File: config.mk
export PLATFORM = sky130hd
export DESIGN_NAME = imh_cmp
export DESIGN_NICKNAME = d
export VERILOG_FILES = /design/src/hw/rtl/imh_pkg.sv /design/src/hw/rtl/imh_cmp.sv
export SDC_FILE = /design/constraint.sdc
export NUM_CORES = 1
export LEC_CHECK = 0
export BUFFER_PORTS_ARGS = -buffer_cell sky130_fd_sc_hd__buf_2
export CELL_PAD_IN_SITES_DETAIL_PLACEMENT = 1
export CELL_PAD_IN_SITES_GLOBAL_PLACEMENT = 1
export CORE_MARGIN = 5
export CORE_UTILIZATION = 38
export DETAILED_ROUTE_END_ITERATION = 12
export PLACE_DENSITY = 0.95
export RECOVER_POWER = 25
export SLEW_MARGIN = 40
export SYNTH_ARGS = -nofsm -noshare
export SYNTH_HDL_FRONTEND = slang
export SYNTH_SLANG_ARGS = --single-unit
File: constraint.sdc
create_clock -name vclk -period 4.6
set_clock_uncertainty 0.2 [all_clocks]
set_input_delay 0.92 -clock vclk [all_inputs]
set_output_delay 0.92 -clock vclk [all_outputs]
set_load 0.01 [all_outputs]
File: src/hw/rtl/imh_pkg.sv
// ----------------------------------------------------------------------------
// imh_pkg: shared types and constants for the indexed min-heap unit
// Sizes, command and status codes, and the request/response payload structs.
// ----------------------------------------------------------------------------
package imh_pkg;

   localparam int VERTICES  = 1024;
   localparam int SLOT_BITS = $clog2(VERTICES);
   localparam int CNT_BITS  = SLOT_BITS + 1;
   localparam int KEY_BITS  = 32;

   localparam logic [1:0] KIND_CLEAR    = 2'd0;
   localparam logic [1:0] KIND_OFFER    = 2'd1;
   localparam logic [1:0] KIND_POP      = 2'd2;
   localparam logic [1:0] KIND_RESERVED = 2'd3;

   localparam logic [2:0] STATUS_INSERTED  = 3'd0;
   localparam logic [2:0] STATUS_DECREASED = 3'd1;
   localparam logic [2:0] STATUS_IGNORED   = 3'd2;
   localparam logic [2:0] STATUS_POPPED    = 3'd3;
   localparam logic [2:0] STATUS_EMPTY     = 3'd4;
   localparam logic [2:0] STATUS_CLEARED   = 3'd5;

   typedef struct packed {
      logic [1:0]           kind;
      logic [9:0]           vertex_id;
      logic signed [31:0]   key;
   } req_type;

   typedef struct packed {
      logic [2:0]           status;
      logic [9:0]           popped_vertex;
      logic signed [31:0]   popped_key;
      logic [10:0]          occupancy;
   } rsp_type;

   // Key relations among the item key (a) and the two read keys (b, c)
   typedef struct packed {
      logic a_lt_b;
      logic b_lt_a;
      logic b_lt_c;
      logic c_lt_a;
   } cmp_type;

endpackage

File: src/hw/rtl/imh_cmp.sv
// ----------------------------------------------------------------------------
// imh_cmp: shared signed key compare unit
// Orders the moving item key against the keys read from the two RAM ports.
// ----------------------------------------------------------------------------
module imh_cmp (
   input  logic [imh_pkg::KEY_BITS-1:0] key_a,
   input  logic [imh_pkg::KEY_BITS-1:0] key_b,
   input  logic [imh_pkg::KEY_BITS-1:0] key_c,
   output imh_pkg::cmp_type             rel
);
   import imh_pkg::*;

   // Compare as signed values
   always_comb begin
      rel.a_lt_b = $signed(key_a) < $signed(key_b);
      rel.b_lt_a = $signed(key_b) < $signed(key_a);
      rel.b_lt_c = $signed(key_b) < $signed(key_c);
      rel.c_lt_a = $signed(key_c) < $signed(key_a);
   end

endmodule

# After elaboration in Yosys (flattened, before gate mapping)
# Index checks and enable logic that the tools add are counted.
dict set report op_classes {
  order_cmp 4
}
# operator n
set ops {}
lappend ops {{32-bit < comparator} 4}
dict set report word_totals {
  input_bits 96
  output_inout_bits 4
  word_cells 4
  reg_bits 0
}

# Longest topological paths before layout
dict set report depth {
  ltp_word 1
  depth_mapped 8
  ltp_nobuf 8
}

# Least setup slack after synthesis
# Ideal clock, no wire load.
dict set report synth_timing {
  kind {in2out}
  start {input key_a[14] (netlist bit)}
  end {output rel[2] (netlist bit)}
  slack_ps 999
  cell_stages 8
  arrival_time_ps 2481
  n_path_buf 0
  required_time_ps 3480
  path_cell_list {inv_1 -> ha_1 -> a21oi_2 -> nand2_1 -> a221o_1 -> a211o_1 -> a21oi_2 -> mux2i_1}
}
# item line_no
set synth_lines {}
lappend synth_lines {{start: declaration} imh_cmp.sv:6} ;# input logic [imh_pkg::KEY_BITS-1:0] key_a,
lappend synth_lines {{end: declaration} imh_cmp.sv:9} ;# output imh_pkg::cmp_type rel

==> flow_metrics.env <==
export IMPL_status="complete, no violations"
export IMPL_synth_mux_area_fraction=0.008840
export IMPL_wl_per_cell_um=16.16
export IMPL_port_buffers=100
export IMPL_synth_adder_area_share=0.5193
export IMPL_crit_slowest_cell="a2111oi_0"
export IMPL_synthXorXnorAreaFrac=0
export IMPL_synth_area_leader_cell="ha_1"
export IMPL_path_buf_inv=3
export IMPL_ios=100
export IMPL_syn_avg_cell_area_um2=7.524
export IMPL_critPathLaunchType="primary input"
export IMPL_seq_area_um2=0
export IMPL_ys_types=33
export IMPL_ctsResizeCount=0
export IMPL_end_kind="output port"
export IMPL_seq_cells=0
export IMPL_num_vias=2582
export IMPL_place_gp_congestion=0.8803
export IMPL_dp_final_hpwl_mm=7.406
export IMPL_synth_top_area_frac=0.5193
export IMPL_path_cells="buf_2 > inv_1 > ha_1 > a21oi_1 > o21ai_1 > a2111oi_0 > o31ai_1 > a21oi_2 > mux2i_1 > buf_2"
export IMPL_cp_common_cell="buf_2"
export IMPL_startpoint="key_a[19]"
export IMPL_firstDrtPassIters=4
export IMPL_grt_total_usage=0.2024
export IMPL_setup_tns_ns=0
export IMPL_worst_pin_slew_ns=0.5964
export IMPL_synth_top_family_by_area="adder cells"
export IMPL_core_area_um2=5851
export IMPL_rows=28
export IMPL_min_period_ns=3.996
export IMPL_hold_violations=0
export IMPL_leakagePower_uw=0.001777
export IMPL_die_area_um2=7604
export IMPL_ys_seq_area_frac=0
export IMPL_die_w_um=87.20
export IMPL_power_density_nw_per_um2=90.11
export IMPL_worstSetupPathType="primary input to output port"
export IMPL_grt_max_degree=6
export IMPL_grt_overflow=0
export IMPL_hp_class="primary input to output port"
export IMPL_crit_family="compound AO/OA/AOI/OAI gates"
export IMPL_fill_cells=799
export IMPL_totalWireLength_mm=7.692
export IMPL_multi_input_area_um2=2009
export IMPL_yosysWarningCount=0
export IMPL_vias_per_cell=5.424
export IMPL_grt_pass1_wl_mm=12.69
export IMPL_grt_pass1_vias=2901
export IMPL_clkbuf_count=0
export IMPL_rsz0062_at_grt="no"
export IMPL_required_ns=3.48
export IMPL_antenna_found_initial=0
export IMPL_drive_above_1_share=0.2544
export IMPL_synth_compound_area_share=0.2238
export IMPL_endpoint="rel[2]"
export IMPL_final_antenna_net_count=0
export IMPL_vdd_drop_max_v=0.00003336
export IMPL_placed_cell_area_um2=2859
export IMPL_diodes=0
export IMPL_hold_buffers=0
export IMPL_drtIter0Drc=16
export IMPL_synth_area_um2=2265
export IMPL_area_delta_synth_final_pct=26.19
export IMPL_drc=0
export IMPL_period_share=0.8687
export IMPL_maxCapViolations=0
export IMPL_fmaxAchievable_mhz=250.3
export IMPL_initial_utilization=0.3871
export IMPL_setup_violations=0
export IMPL_cts_setup_buffers=0
export IMPL_syn_nets=491
export IMPL_die_y_um=87.20
export IMPL_synthTopCellsByArea="ha_1 52%, inv_1 11%, a21oi_1 6.2%"
export IMPL_slowest_delay_ns=0.55
export IMPL_cp_arrival_ns=2.88
export IMPL_fin_area_um2=2858
export IMPL_slew_violations=0
export IMPL_netlist_instances=301
export IMPL_final_nets=593
export IMPL_synthSimpleGateAreaFrac=0.1354
export IMPL_path_depth=10
export IMPL_maxSlewHeadroom=0.5987
export IMPL_worst_path_max_fanout=3
-- how the worst min path moves through the flow --
stage	startpoint	to	cells after the start	slack, ns
global route	key_b[31]	rel[2]	4	2.20
floorplan	key_b[31]	rel[1]	2	1.90
detailed placement	key_b[31]	rel[1]	4	2.16
finish	key_b[31]	rel[1]	4	2.15
global placement	key_b[31]	rel[1]	4	2.15
CTS	key_b[31]	rel[1]	4	2.16
-- cell usage in the layout (no fill, tap or decap), types with 4 or more instances in the layout --
master,instances
nand2_1,14
a21o_1,11
buf_2,99
o21ai_1,4
nand3_1,9
inv_1,68
nand4_1,15
a21oi_1,28
nor2_1,6
o21ai_0,9
ha_1,94
-- cells in the mapped netlist, drive strengths merged --
| library cell | instances |
|---|---|
| a2111oi | 3 |
| a211o | 1 |
| a211oi | 1 |
| a21o | 11 |
| a21oi | 30 |
| a221o | 1 |
| a221oi | 3 |
| a22o | 1 |
| a31oi | 3 |
| a41oi | 3 |
| and3 | 2 |
| and4 | 2 |
| ha | 94 |
| inv | 68 |
| mux2i | 2 |
| nand2 | 14 |
| nand2b | 3 |
| nand3 | 9 |
| nand4 | 15 |
| nand4b | 1 |
| nor2 | 6 |
| nor2b | 2 |
| nor3 | 2 |
| nor4 | 2 |
| o2111ai | 2 |
| o211ai | 1 |
| o21a | 2 |
| o21ai | 14 |
| o22ai | 2 |
| o31ai | 1 |
-- cells by family (layout without fill, tap and decap cells) --
group,Yosys count,count (layout)
and+or+nand+nor,58,58
buffers and inverters,68,168
AOI/OAI and AO/OA,79,79
muxes,2,2
adders and majority gates,94,94
-- where the power goes --
group | switching (uW) | internal [uW] | leakage, uW
sequential | 0 | 0 | 0
clock | 0 | 0 | 0
combinational | 139 | 119 | 0.00178
-- area by class of cell --
cell class                      count  area share
Timing Repair Buffer              100      0.1747
Multi-Input combinational cell    233      0.7032
Tap cell                           75     0.03284
Inverter                           68     0.08932
-- metrics by stage --
step           hold slack [ns]  utilization  setup slack [ns]  power (uW)  std cells
2_1_floorplan            1.900            -            0.9987       148.0        301
3_3_place_gp             2.146       0.4887            0.6542       237.9        476
3_5_place_dp             2.155       0.4887            0.5945       258.3        476
4_1_cts                  2.157       0.4887            0.5821       259.8        476
5_1_grt                  2.195       0.4885            0.3780       295.8        476
6_report                 2.154       0.4885            0.6040       257.5        476
-- metal layers --
layer / vias to the layer above / track usage / wire length (um)
li1: 1310 / - / -
met1: 1194 / 0.2239 / 2968
met2: 66 / 0.4134 / 4242
met3: 12 / 0.01892 / 367
met4: 0 / 0.03347 / 113
met5: - / 0 / 0
-- tightest hold or removal path: stages --
cell     delay (ns)
buf_2          0.10
ha_1           0.17
o22ai_1        0.10
buf_2          0.14
No activity file was read; power rests on OpenSTA's default activity.
